--- src/hw/rtl/circ_pkg.sv ---
// circ_pkg: shared types and constants of the circle outline and span rasterizer
// used by circ_walk, circ_emit and the top level; no dependencies

package circ_pkg;

  // input field widths
  localparam int CTR_W = 15;
  localparam int RAD_W = 14;
  // walk state widths
  localparam int OFF_W = 15;
  localparam int DEC_W = 17;
  localparam int ADV_W = 19;   // headroom for the decision update
  localparam int SUM_W = 17;   // full precision of center +- offset
  // output coordinate width
  localparam int OUT_W = 16;
  localparam int COORD_BITS_DEF = 16;

  // stream payload layout
  localparam int S_TDATA_W = 48;   // 45 bits of fields padded to bytes
  localparam int M_TDATA_W = 4 * OUT_W;
  localparam int M_TUSER_W = 2;
  localparam int TU_DONE = 0;
  localparam int TU_NOPT = 1;

  // command codes
  localparam logic CMD_BEGIN = 1'b0;
  localparam logic CMD_NEXT  = 1'b1;

  typedef enum logic [1:0] {
    GRP_NONE    = 2'd0,
    GRP_OUTLINE = 2'd1,
    GRP_FILLED  = 2'd2
  } grp_kind_t;

  // one group of results handed from the walk to the emitter
  typedef struct packed {
    grp_kind_t                 kind;
    logic signed [CTR_W-1:0]   cx;
    logic signed [CTR_W-1:0]   cy;
    logic signed [OFF_W-1:0]   ox;
    logic signed [OFF_W-1:0]   oy;
    logic                      done;
  } group_t;

endpackage

--- src/hw/rtl/circ_walk.sv ---
// circ_walk: circle walk state and the per-item decision update
// depends on circ_pkg

module circ_walk (
  input  logic                           clk,
  input  logic                           rst,
  input  logic                           accept,
  input  logic                           command,
  input  logic signed [circ_pkg::CTR_W-1:0] center_x,
  input  logic signed [circ_pkg::CTR_W-1:0] center_y,
  input  logic [circ_pkg::RAD_W-1:0]     radius,
  input  logic                           filled,
  output circ_pkg::group_t               grp
);
  import circ_pkg::*;

  logic signed [CTR_W-1:0] held_center_x;
  logic signed [CTR_W-1:0] held_center_y;
  logic [RAD_W-1:0]        held_radius;
  logic                    held_filled;
  logic signed [OFF_W-1:0] offset_x;
  logic signed [OFF_W-1:0] offset_y;
  logic signed [DEC_W-1:0] decision;
  logic                    active;

  logic                    is_begin;
  logic signed [CTR_W-1:0] cur_cx;
  logic signed [CTR_W-1:0] cur_cy;
  logic [RAD_W-1:0]        cur_r;
  logic                    cur_filled;
  logic signed [OFF_W-1:0] cur_ox;
  logic signed [OFF_W-1:0] cur_oy;
  logic signed [DEC_W-1:0] cur_d;
  logic                    cur_act;
  logic                    live;
  logic signed [ADV_W-1:0] d_w, ox_w, oy_w, r_w;
  logic signed [ADV_W-1:0] nd, nox, noy;
  logic                    done;

  always_comb begin
    is_begin   = (command == CMD_BEGIN);
    cur_cx     = is_begin ? center_x : held_center_x;
    cur_cy     = is_begin ? center_y : held_center_y;
    cur_r      = is_begin ? radius : held_radius;
    cur_filled = is_begin ? filled : held_filled;
    cur_ox     = is_begin ? '0 : offset_x;
    cur_oy     = is_begin ? $signed({1'b0, radius}) : offset_y;
    cur_d      = is_begin ? $signed({3'b000, radius}) - 17'sd1 : decision;
    cur_act    = is_begin | active;
    live       = cur_act && !(cur_oy < cur_ox);

    d_w  = ADV_W'(cur_d);
    ox_w = ADV_W'(cur_ox);
    oy_w = ADV_W'(cur_oy);
    r_w  = $signed({5'b00000, cur_r});
    if (d_w >= (ox_w <<< 1)) begin
      nd  = d_w - ((ox_w <<< 1) + 19'sd1);
      nox = ox_w + 19'sd1;
      noy = oy_w;
    end else if (d_w < ((r_w - oy_w) <<< 1)) begin
      nd  = d_w + (oy_w <<< 1) - 19'sd1;
      nox = ox_w;
      noy = oy_w - 19'sd1;
    end else begin
      nd  = d_w + ((oy_w - ox_w - 19'sd1) <<< 1);
      nox = ox_w + 19'sd1;
      noy = oy_w - 19'sd1;
    end
    done = (noy < nox);

    grp.kind = live ? (cur_filled ? GRP_FILLED : GRP_OUTLINE) : GRP_NONE;
    grp.cx   = cur_cx;
    grp.cy   = cur_cy;
    grp.ox   = cur_ox;
    grp.oy   = cur_oy;
    grp.done = live ? done : 1'b1;
  end

  always_ff @(posedge clk) begin
    if (rst) begin
      held_center_x <= '0;
      held_center_y <= '0;
      held_radius   <= '0;
      held_filled   <= 1'b0;
      offset_x      <= '0;
      offset_y      <= '0;
      decision      <= '0;
      active        <= 1'b0;
    end else if (accept) begin
      held_center_x <= cur_cx;
      held_center_y <= cur_cy;
      held_radius   <= cur_r;
      held_filled   <= cur_filled;
      if (live) begin
        offset_x <= $signed(nox[OFF_W-1:0]);
        offset_y <= $signed(noy[OFF_W-1:0]);
        decision <= $signed(nd[DEC_W-1:0]);
        active   <= !done;
      end else begin
        offset_x <= cur_ox;
        offset_y <= cur_oy;
        decision <= cur_d;
        active   <= 1'b0;
      end
    end
  end

endmodule

--- src/hw/rtl/circ_emit.sv ---
// circ_emit: group register, result sequencer and output register
// depends on circ_pkg

module circ_emit #(
  parameter int COORD_BITS = circ_pkg::COORD_BITS_DEF
) (
  input  logic                             clk,
  input  logic                             rst,
  input  logic                             grp_load,
  input  circ_pkg::group_t                 grp_in,
  output logic                             grp_ready,
  output logic                             m_axis_tvalid,
  input  logic                             m_axis_tready,
  output logic [circ_pkg::M_TDATA_W-1:0]   m_axis_tdata,
  output logic                             m_axis_tlast,
  output logic [circ_pkg::M_TUSER_W-1:0]   m_axis_tuser
);
  import circ_pkg::*;

  group_t                  grp;
  logic                    grp_valid;
  logic [2:0]              idx;

  logic [2:0]              last_idx;
  logic                    is_last;
  logic                    load_out;
  logic                    outer;
  logic signed [OFF_W-1:0] a, b;
  logic                    xneg, yneg;
  logic signed [SUM_W-1:0] xs, xe, yv;
  logic [M_TDATA_W-1:0]    tdata_next;
  logic [M_TUSER_W-1:0]    tuser_next;

  // wrap to COORD_BITS two's complement, then present in the 16 bit field
  function automatic logic [OUT_W-1:0] wrap_coord(input logic signed [SUM_W-1:0] v);
    logic signed [32:0]           full;
    logic signed [COORD_BITS-1:0] w;
    logic signed [31:0]           e;
    full = 33'(v);
    w    = $signed(full[COORD_BITS-1:0]);
    e    = 32'(w);
    return e[OUT_W-1:0];
  endfunction

  always_comb begin
    outer    = (idx == 3'd0) || (idx == 3'd3);
    a        = grp.ox;
    b        = grp.oy;
    xneg     = 1'b0;
    yneg     = 1'b0;
    last_idx = 3'd0;
    case (grp.kind)
      GRP_OUTLINE: begin
        a        = idx[0] ? grp.oy : grp.ox;
        b        = idx[0] ? grp.ox : grp.oy;
        xneg     = idx[1];
        yneg     = idx[2];
        last_idx = 3'd7;
      end
      GRP_FILLED: begin
        // rows +-ox carry the wide spans of half width oy
        a        = outer ? grp.oy : grp.ox;
        b        = outer ? grp.ox : grp.oy;
        xneg     = 1'b1;
        yneg     = idx[1];
        last_idx = 3'd3;
      end
      default: begin
        last_idx = 3'd0;
      end
    endcase

    xs = SUM_W'(grp.cx) + (xneg ? -SUM_W'(a) : SUM_W'(a));
    xe = (grp.kind == GRP_FILLED) ? SUM_W'(grp.cx) + SUM_W'(a) : xs;
    yv = SUM_W'(grp.cy) + (yneg ? -SUM_W'(b) : SUM_W'(b));

    if (grp.kind == GRP_NONE) begin
      tdata_next          = '0;
      tuser_next          = '0;
      tuser_next[TU_NOPT] = 1'b1;
      tuser_next[TU_DONE] = 1'b1;
    end else begin
      tdata_next          = {wrap_coord(yv), wrap_coord(xe), wrap_coord(yv), wrap_coord(xs)};
      tuser_next          = '0;
      tuser_next[TU_DONE] = grp.done;
    end

    is_last   = (idx == last_idx);
    load_out  = grp_valid && (!m_axis_tvalid || m_axis_tready);
    grp_ready = !grp_valid || (load_out && is_last);
  end

  always_ff @(posedge clk) begin
    if (rst) begin
      grp_valid     <= 1'b0;
      idx           <= '0;
      m_axis_tvalid <= 1'b0;
    end else begin
      if (load_out) begin
        idx <= is_last ? 3'd0 : idx + 3'd1;
      end
      if (grp_load) begin
        grp_valid <= 1'b1;
      end else if (load_out && is_last) begin
        grp_valid <= 1'b0;
      end
      if (load_out) begin
        m_axis_tvalid <= 1'b1;
      end else if (m_axis_tready) begin
        m_axis_tvalid <= 1'b0;
      end
    end
  end

  always_ff @(posedge clk) begin
    if (grp_load) begin
      grp <= grp_in;
    end
    if (load_out) begin
      m_axis_tdata <= tdata_next;
      m_axis_tlast <= is_last;
      m_axis_tuser <= tuser_next;
    end
  end

endmodule

--- src/hw/rtl/circle_outline_and_span_rasterizer.sv ---
// circle_outline_and_span_rasterizer: top level of the circle rasterizer
// depends on circ_pkg, circ_walk and circ_emit
//
// usage
//   slave stream carries commands: tuser selects begin (load center, radius and
//   mode, emit first group) or next (emit following group). master stream
//   carries one point or span per item; tlast marks the last item caused by
//   one command, tuser flags circle done and no point.
//   outline mode gives eight points per command, filled mode four spans, and
//   a next command with no circle active gives a single empty done item.
// pipeline
//   an accepted command passes through the group register and then the
//   output register; results then leave one per cycle while m_axis_tready
//   is high, and a command gives 8 items (outline), 4 (filled) or 1 (empty).
//   the single output port is what sets this rate. the next command is taken in
//   the cycle the last result of the current group moves into the output register.
// reset
//   rst is synchronous; it drops all valids and clears the walk state, so
//   no circle is active afterward.
// stalls
//   while m_axis_tready is low the output item holds, the group register
//   holds, and s_axis_tready stays low once a group is waiting.

module circle_outline_and_span_rasterizer #(
  parameter int COORD_BITS = circ_pkg::COORD_BITS_DEF
) (
  input  logic                           clk,
  input  logic                           rst,
  input  logic                           s_axis_tvalid,
  output logic                           s_axis_tready,
  // center_x[14:0], center_y[29:15], radius[43:30], filled[44], zero pad
  input  logic [circ_pkg::S_TDATA_W-1:0] s_axis_tdata,
  // command[0]
  input  logic                           s_axis_tuser,
  output logic                           m_axis_tvalid,
  input  logic                           m_axis_tready,
  // x_start[15:0], y_start[31:16], x_end[47:32], y_end[63:48]
  output logic [circ_pkg::M_TDATA_W-1:0] m_axis_tdata,
  // last_of_group
  output logic                           m_axis_tlast,
  // circle_done[0], no_point[1]
  output logic [circ_pkg::M_TUSER_W-1:0] m_axis_tuser
);
  import circ_pkg::*;

  logic   accept;
  logic   grp_ready;
  group_t grp;

  // an item is taken whenever the group register is free or freeing
  assign s_axis_tready = grp_ready;
  assign accept        = s_axis_tvalid && s_axis_tready;

  // walk state and decision update, one group per accepted item
  circ_walk u_walk (
    .clk      (clk),
    .rst      (rst),
    .accept   (accept),
    .command  (s_axis_tuser),
    .center_x ($signed(s_axis_tdata[CTR_W-1:0])),
    .center_y ($signed(s_axis_tdata[2*CTR_W-1:CTR_W])),
    .radius   (s_axis_tdata[2*CTR_W+RAD_W-1:2*CTR_W]),
    .filled   (s_axis_tdata[2*CTR_W+RAD_W]),
    .grp      (grp)
  );

  // group register feeding one result per cycle into the output register while m_axis is not stalled
  circ_emit #(
    .COORD_BITS (COORD_BITS)
  ) u_emit (
    .clk           (clk),
    .rst           (rst),
    .grp_load      (accept),
    .grp_in        (grp),
    .grp_ready     (grp_ready),
    .m_axis_tvalid (m_axis_tvalid),
    .m_axis_tready (m_axis_tready),
    .m_axis_tdata  (m_axis_tdata),
    .m_axis_tlast  (m_axis_tlast),
    .m_axis_tuser  (m_axis_tuser)
  );

endmodule

--- config.mk ---
export PLATFORM = sky130hd
export DESIGN_NAME = circle_outline_and_span_rasterizer
export DESIGN_NICKNAME = d
export VERILOG_FILES = /design/src/hw/rtl/circ_pkg.sv /design/src/hw/rtl/circ_walk.sv /design/src/hw/rtl/circ_emit.sv /design/src/hw/rtl/circle_outline_and_span_rasterizer.sv
export SDC_FILE = /design/constraint.sdc
export NUM_CORES = 1
export LEC_CHECK = 0
export BUFFER_PORTS_ARGS = -buffer_cell sky130_fd_sc_hd__buf_2
export CAP_MARGIN = 20
export CELL_PAD_IN_SITES_DETAIL_PLACEMENT = 0
export CELL_PAD_IN_SITES_GLOBAL_PLACEMENT = 1
export CORE_MARGIN = 1.5
export CORE_UTILIZATION = 51
export DETAILED_ROUTE_END_ITERATION = 7
export PLACE_DENSITY_LB_ADDON = 0.1
export SKIP_LAST_GASP = 1
export SLEW_MARGIN = 20
export SYNTH_ARGS = -nofsm -noshare
export SYNTH_HDL_FRONTEND = slang
export SYNTH_SLANG_ARGS = --single-unit
--- constraint.sdc ---
create_clock -name clk -period 13.7 [get_ports clk]
set_input_delay 0 -clock clk [delete_from_list [all_inputs] [get_ports clk]]
set_output_delay 0 -clock clk [all_outputs]
set_load 0.02 [all_outputs]
# Yosys cells after proc, flatten, opt, wreduce, memory -nomap -nowiden
# Index checks and enable logic that the tools add are counted.
dict set report word_totals {
  register_bits 228
  out_inout_bits 69
  word_cells 98
  input_bits 53
}
dict set report op_classes {
  n_bitwise 2
  n_lt_le_gt_ge 4
  mux 35
  eq_ne 4
  reduce_logical 15
  add_sub_neg 17
}
# op n
set op_table {}
lappend op_table {{two-way mux 15 bit} 10}
lappend op_table {{two-way mux 17 bit} 4}
lappend op_table {{case mux 15 bit (2 select lines)} 2}
lappend op_table {{two-way mux 19 bit} 3}
lappend op_table {{two-way mux 16 bit} 3}
lappend op_table {{adder 15 x 16 -> 16 bit} 2}
lappend op_table {{negation 15 -> 16 bit} 2}
lappend op_table {{subtractor 15 x 15 -> 16 bit} 2}
lappend op_table {{less-than comparator 19 bit} 1}
lappend op_table {{adder 16 x 2 -> 17 bit (second input constant)} 1}
lappend op_table {{adder 17 x 16 -> 17 bit} 1}
lappend op_table {{adder 17 bit} 1}
lappend op_table {{>= comparator 17 x 16 -> 1 bit} 1}
lappend op_table {{less-than comparator 17 bit} 1}
lappend op_table {{subtractor 17 bit} 1}
lappend op_table {{subtractor 17 x 2 -> 17 bit (second input constant)} 1}
lappend op_table {{adder 15 x 15 -> 16 bit} 1}
lappend op_table {{adder 15 x 2 -> 16 bit (second input constant)} 1}
lappend op_table {{subtractor 15 x 2 -> 16 bit (second input constant)} 1}
lappend op_table {{subtractor 16 x 2 -> 16 bit (second input constant)} 1}
lappend op_table {{less-than comparator 15 bit} 1}
lappend op_table {{subtractor 14 x 1 -> 15 bit (second input constant)} 1}
lappend op_table {{two-way mux 14 bit} 1}
lappend op_table {{two-way mux 1 bit} 6}
lappend op_table {{17 further kinds} 28}

# Depth between registers and ports, before layout
# Gate-level depths: netlist of the first run.
dict set report depth {
  depth_word 8
  depth_mapped 38
  mapped_depth_nobuf 34
}

# Modules after synthesis
# A second synthesis of the first run with hierarchy kept.
dict set report hier_totals {
  cells_unflattened 2004
  hier_area_um2 17421.7
}
# mod instances cells_per_inst area_per_inst_um2
set modules_own_cells {}
lappend modules_own_cells {circ_walk 1 1378 10302.4}
lappend modules_own_cells {circ_emit 1 625 7113.1}
lappend modules_own_cells {circle_outline_and_span_rasterizer 1 1 6.3}

# Least setup slack after synthesis of the first run
# OpenSTA, ideal clock, no wires.
dict set report synth_timing {
  path_type {input to register}
  startpoint {in s_axis_tuser}
  endpoint {reg u_walk.active}
  arrival_ns 7.110
  required_time_ns 13.584
  path_slack_ns 6.474
  path_stages 35
  cell_sequence {buf_2 > buf_2 > buf_2 > clkbuf_1 > clkbuf_1 > buf_1 > a21oi_1 > ha_1 > inv_1 > fa_1 > nand2_1 > nand2_1 > a21oi_1 > o21ai_0 > a21oi_1 > o21bai_1 > a41o_1 > o41ai_1 > o211ai_1 > ha_1 > nand4_1 > a2111o_1 > a31o_2 > nand4_1 > nand2_1 > a211o_1 > nor3_2 > xnor2_1 > ha_1 > a21o_1 > a21o_1 > a2111oi_0 > nor3_1 > a32o_1 > a41o_1}
}
dict set report synth_between {
  elab_chain_cells 8
}
# element line
set synth_rtl {}
lappend synth_rtl {{start, declared} circle_outline_and_span_rasterizer.sv:34} ;# input logic s_axis_tuser,
lappend synth_rtl {{two-way mux 14 bit or two-way mux 15 bit (tied branches)} {circ_walk.sv:44, circ_walk.sv:47}}
lappend synth_rtl {{subtractor 15 x 15 -> 16 bit} circ_walk.sv:60} ;# end else if (d_w < ((r_w - oy_w) <<< 1)) begin
lappend synth_rtl {{less-than comparator 17 bit} circ_walk.sv:60}
lappend synth_rtl {{two-way mux 19 bit} circ_walk.sv:60}
lappend synth_rtl {{two-way mux 19 bit} circ_walk.sv:56} ;# if (d_w >= (ox_w <<< 1)) begin
lappend synth_rtl {{less-than comparator 19 bit} circ_walk.sv:69} ;# done = (noy < nox);
lappend synth_rtl {{zero test 1 bit} circ_walk.sv:98} ;# active <= !done;
lappend synth_rtl {{two-way mux 1 bit *} circ_walk.sv:94} ;# if (live) begin
lappend synth_rtl {{end signal, assigned} circ_walk.sv:98}
lappend synth_rtl {{end, declared} circ_walk.sv:24} ;# logic active;
# Every way passes the cells marked *; elsewhere a longest branch is shown, timed or not.
# A chain may end at the register's enable or synchronous reset.

==> impl_metrics.ini, run 1 <==
[power_and_ir_drop]
cellLeakagePower_nw = 8.25
power_density_nw_per_um2 = 136
ir_drop_uv = 90.1

[sta]
post-route-period-util = 0.597
finalSetupTns_ns = 0
fmax_ghz = 0.122
finalClockSkew_ns = 0.0232
max-slew-margin-rel = 0.248
hold_viol = 0
timing.final.crit_period_ns = 8.18
rsz0062_at_grt = no
finalMaxSlewViolations = 0
worst_slack_ns = 5.52
setup_viol_count_final = 0
tightest_slew_ns = 1.12

[yosys]
synth_area_leader_cell = edfxtp_1
mappedNetlistArea_um2 = 17200
syn_nets = 2289
synth.avg_cell_area_um2 = 8.41
seq_area_frac_synth = 0.312
synth_top_area_share = 0.199
ys_warn_count = 0
netlist_instances = 2050
yosysMostFrequentCell = nand2_1
synth-seq-cells = 212
synth_cell_types = 85
ys_async_sr_fraction = 0
yosys_most_used_dff = edfxtp_1
synthTopCellsByCount = 268 x nand2_1, 194 x a21oi_1, 178 x ha_1
synth_area_leaders = edfxtp_1 20%, ha_1 13%, dfxtp_1 11%
synth_edf_count = 114

[floorplanning]
dieArea_um2 = 34900
rows = 67
ios = 122
start_util = 0.517
core_um2 = 33400
die_w_um = 187
die_h_um = 187

[global_route]
grt_pass1_wl_um = 78900
antenna_found_initial = 0
gr-total-overflow = 0
grt_pass1_vias = 14800
groute.usage.overall = 0.283
grt_start_max_net_pins = 84

[drt]
ant_nets = 0
vias_per_cell = 5.80
vias = 15200
drt-initial-drc-count = 984
drcViolationCount = 0
wl_um = 50300
detail_route.wl_per_cell_um = 19.2
firstDrtPassIters = 5

[placed_design]
place_ws_ns = 5.02
place_hpwl_um = 37200
dp.cells = 2528
io_buffers = 118
place.gp.congestion = 0.904

[clock_network]
clkSlewWorstSetupHoldPaths_ns = 0.06
cts_root_buf = clkbuf_16
cts_buffer_depth = 3
ctsResizeCount = 0
insertion_delay_ns = 0.55
cts_inserted_buffers = 26
tritoncts = done
numClockSinks = 212
ctsHtreeMaxLevel = 1

[critical_path]
crit_buf_inv = 4
slowest_stage = buf_4
slowest_delay_ns = 0.70
end_kind = register
cp-start-kind = input port
crit_arrival_ns = 8.61
critical_path.top_delay_family = compound AO/OA/AOI/OAI gates
worstSetupPathType = input port to register
path_max_fanout = 80
critPathRequiredTime_ns = 14.13

[layout]
nets = 2393
fin_cells = 2622
regArea_um2 = 5390
fillCellCount = 3069
area_growth_pct = 12.8
diodes = 0
drive_above_1_share = 0.111
multi_input_area_um2 = 10900

[run_status]
outcome = finished, final reports clean

[worst_hold_path]
hp-class = input port to register

[run]
drv_cap = 0
-- registers in the layout, indices dropped and copies added, names as in the netlist --
| register | cells |
|---|---|
| u_emit.idx | 3 |
| u_emit.grp | 63 |
| u_emit.m_axis_tvalid | 1 |
| u_walk.held_radius | 14 |
| u_walk.decision | 17 |
| u_walk.held_filled | 1 |
| u_emit.grp_valid | 1 |
| u_emit.m_axis_tdata | 48 |
| u_walk.held_center_y | 15 |
| u_emit.m_axis_tlast | 1 |
| u_walk.offset_x | 15 |
| u_walk.held_center_x | 15 |
| u_emit.m_axis_tuser | 2 |
| u_walk.active | 1 |
| u_walk.offset_y | 15 |
-- per-layer routing --
layer  vias up  track usage  wire length, um
met5         -            0                0
met4         0        0.111             1950
met3       106       0.0280             1890
met2       362        0.515            25100
met1      7206        0.344            21400
li1       7525            -                -
-- tightest hold or removal path, stage by stage --
cell and delay (ns):
buf_4 0.11, buf_4 0.29, a21oi_1 0.17
-- cells in the final DEF (no fill, tap or decap), types with 20 or more instances in the layout --
master	netlist	layout
a21o_1	38	38
a21oi_1	194	193
a22o_1	20	20
buf_2	11	116
clkbuf_16	0	27
dfxtp_1	98	98
dlygate4sd3_1	0	45
edfxtp_1	114	114
ha_1	178	178
inv_1	137	136
mux2_2	32	32
mux2i_1	21	21
nand2_1	268	267
nand3_1	46	46
nand4_1	22	22
nor2_1	140	140
nor2b_1	25	25
nor3_1	49	49
o21ai_0	102	102
xnor2_1	117	117
xor2_1	50	50
-- kinds of logic (layout without fill, tap and decap cells) --
logic type	count (synthesis)	in the layout	synth area share
mux	53	53	0.0331
fa+ha+maj	186	186	0.138
buf+inv	242	366	0.0581
xor+xnor	167	167	0.0848
simple gates	638	638	0.169
compound gates	552	552	0.205
flops	212	212	0.312
-- worst paths after layout --
kind,startpoint,to,slack (ns),depth (start not counted)
setup / recovery,s_axis_tuser,u_walk.active,5.52,32
setup reg to reg,u_walk.offset_y[0],u_walk.active,5.60,31
hold / removal,rst,u_walk.decision[6],0.07,3
hold reg to reg,u_walk.held_radius[8],u_walk.held_radius[8],0.45,2
-- final cells by class --
type / count / area share
repair buffers: 179 / 0.0606
well taps: 448 / 0.0288
clock buffers: 35 / 0.0373
multi-input cells: 1596 / 0.560
flip-flops and latches: 212 / 0.277
inverters: 139 / 0.0270
clock inverters: 13 / 0.00920
-- timing repair --
action	CTS	global route
endpoints found under the setup margin	0	0
hold endpoints to repair	76	0
hold buffers	45	0
buffers inserted	0	0
-- metrics by stage --
stage	power, W	cell area, um^2	util	hold WS (ns)
5_1_grt	0.00280	19400	0.583	0.0768
6_report	0.00264	19400	0.583	0.0727
2_1_floorplan	0.00163	17200	-	0.129
3_3_place_gp	0.00188	18100	0.541	0.272
3_5_place_dp	0.00189	18100	0.541	0.290
4_1_cts	0.00264	19400	0.582	0.0440
-- power by group --
group	switching [W]	total (W)	internal (W)
logic	0.000676	0.00112	0.000440
clock network	0.000283	0.000730	0.000447
registers	0.0000321	0.000789	0.000757
total	0.000992	0.00264	0.00164
Note: power is estimated with default switching activity, not from simulation.
==> inputs of run 2 (changes only) <==
--- a/config.mk
+++ b/config.mk
@@ -10,7 +10,7 @@
 export CELL_PAD_IN_SITES_DETAIL_PLACEMENT = 0
 export CELL_PAD_IN_SITES_GLOBAL_PLACEMENT = 1
 export CORE_MARGIN = 1.5
-export CORE_UTILIZATION = 51
+export CORE_UTILIZATION = 43
 export DETAILED_ROUTE_END_ITERATION = 7
 export PLACE_DENSITY_LB_ADDON = 0.1
 export SKIP_LAST_GASP = 1
==> constraint.sdc (replaced) <==
create_clock -name clk -period 6.7 [get_ports clk]
set_input_delay 0 -clock clk [delete_from_list [all_inputs] [get_ports clk]]
set_output_delay 0 -clock clk [all_outputs]
set_load 0.02 [all_outputs]
==> run 2 against run 1 <==
Core utilization down 8.1 points. Combinational power up 110%. Clock-buffer cell count up 1. Cell area up 2.3%. Clock skew down 0.0021 ns. Final cell count up 4.5%. Via count up 0.25%. Critical path depth up 2. Flip-flop and latch count unchanged. Sequential power up 110%. Die area up 18%. Largest cell class unchanged.
==> impl_metrics.ini, run 2 (same netlist as run 1, synthesis figures left out) <==
[clock_network]
ctsHtreeMaxLevel = 1
tritoncts = done
clkSlewWorstSetupHoldPaths_ns = 0.07
cts_root_buf = clkbuf_16
numClockSinks = 212
cts_inserted_buffers = 25
insertion_delay_ns = 0.57
cts_buffer_depth = 3

[placed_design]
io_buffers = 118
place_hpwl_um = 41000
placed_cell_area_um2 = 18500
place_ws_ns = 0.164
place.gp.congestion = 0.906

[critical_path]
crit_arrival_ns = 6.73
cp-start-kind = input port
slowest_stage = dlygate4sd3_1
path_max_fanout = 11
slowest_delay_ns = 0.55
end_kind = register
worstSetupPathType = input port to register
critPathRequiredTime_ns = 7.16

[global_route]
antenna_found_initial = 0
grt_pass1_wl_um = 81700
gr-total-overflow = 0
grt_pass1_vias = 14800
grt_start_max_net_pins = 139
groute.usage.overall = 0.253

[sta]
finalMaxSlewViolations = 0
finalSetupTns_ns = 0
hold_viol = 0
finalClockSkew_ns = 0.0211
timing.final.crit_period_ns = 6.27
rsz0062_at_grt = no
worst_slack_ns = 0.427
setup_viol_count_final = 0
tightest_slew_ns = 1.03
fmax_ghz = 0.159
post-route-period-util = 0.936
max-slew-margin-rel = 0.309

[worst_hold_path]
hp-class = input port to register

[power_and_ir_drop]
pwr-share-seq = 0.304
p_comb_frac = 0.443
power_density_nw_per_um2 = 268
p_sw_frac = 0.386
ir_drop_uv = 197
cellLeakagePower_nw = 8.44
internal_power_w = 0.00326
power.switching_w = 0.00206
p_clk_frac = 0.253

[drt]
vias = 15200
drt-met1-wl_um = 22900
top_layer_used = met4
drcViolationCount = 0
vias_per_cell = 5.56
firstDrtPassIters = 5
wl_met3_um = 1540
wl_met2_um = 26200
detail_route.wl_per_cell_um = 19.3
ant_nets = 0
wl_um = 53000
drt-initial-drc-count = 810

[run_status]
outcome = finished, final reports clean

[floorplanning]
ios = 122
die_w_um = 203
core_um2 = 39600
rows = 73
dieArea_um2 = 41300
die_h_um = 203
start_util = 0.435

[layout]
area_growth_pct = 15.3
diodes = 0
largest-register = u_emit.grp
largest_reg_flops = 63
layout_commonest_cell = nand2_1
drive_above_1_share = 0.130
nets = 2436
final_area_um2 = 19900
layout_common_cells = 266 x nand2_1, 189 x a21oi_1, 178 x ha_1, 140 x nor2_1, 136 x inv_1
reg_top3 = u_emit.grp: 63 flops, u_emit.m_axis_tdata: 48 flops, u_walk.decision: 17 flops
fillCellCount = 3850

[run]
drv_cap = 0
-- run 2: cell types whose count changed in the layout (fill, tap and decap cells not counted), moves of 3 or more --
cell and change:
a21oi_1 -4, a21oi_2 +4, buf_4 +38, bufinv_16 -3, clkinv_2 -3, clkinvlp_4 +3, dlygate4sd3_1 +3
-- run 2: path summary, 6_finish.rpt --
| path | startpoint | endpoint | slack [ns] | cells past startpoint |
|---|---|---|---|---|
| min reg2reg | u_walk.offset_y[12] | u_walk.offset_y[12] | 0.45 | 2 |
| min | s_axis_tdata[31] | u_walk.held_radius[1] | 0.04 | 6 |
| max reg2reg | u_walk.held_radius[0] | u_walk.active | 0.43 | 30 |
| max | s_axis_tuser | u_walk.active | 0.43 | 34 |
-- run 2: critical path, delay by kind of cell --
| family | cells | cell delay [ns] |
|---|---|---|
| buffers and inverters | 5 | 1.05 |
| adder cells (fa/ha/maj) | 4 | 1.08 |
| XOR/XNOR | 1 | 0.15 |
| AO/OA/AOI/OAI | 17 | 3.56 |
| AND/OR/NAND/NOR | 7 | 0.87 |
-- run 2: timing repair --
| item | in CTS | in global routing |
|---|---|---|
| setup endpoints to repair | 0 | 2 |
| hold buffers | 48 | 0 |
| setup buffers | 0 | 1 |
| gates resized for setup | 0 | 14 |
| hold endpoints to repair | 101 | 0 |
-- run 2: power by group through the flow --
stage	sequential (W)	combinational [W]	clock (W)
after floorplan	0.00169	0.00165	0
after global placement	0.00164	0.00230	0
after detailed placement	0.00165	0.00231	0
after CTS	0.00162	0.00235	0.00139
after global routing	0.00163	0.00261	0.00143
final	0.00162	0.00236	0.00134
-- run 2: layer usage --
metal	up-vias	global-route usage
met5	-	0
met4	0	0.108
met3	103	0.0232
met2	309	0.453
met1	7201	0.309
li1	7624	-
-- run 2: cell type report --
class	instances	area (um^2)	share of cell area
clock buffers	36	697	0.0351
clock inverters	10	108	0.00541
inverters	139	524	0.0264
multi-input cells	1596	11000	0.552
flip-flops and latches	212	5390	0.271
well taps	525	657	0.0330
repair buffers	223	1550	0.0777
-- run 2: per-stage QoR --
| step | utilization | std cells | total power (W) | hold WS, ns |
|---|---|---|---|---|
| final | 0.502 | 2741 | 0.00532 | 0.0359 |
| after global routing | 0.502 | 2741 | 0.00567 | 0.0713 |
| after CTS | 0.500 | 2740 | 0.00536 | 0.0195 |
| after detailed placement | 0.468 | 2646 | 0.00396 | 0.281 |
| after global placement | 0.468 | 2646 | 0.00394 | 0.271 |
| after floorplan | - | 2050 | 0.00334 | 0.129 |
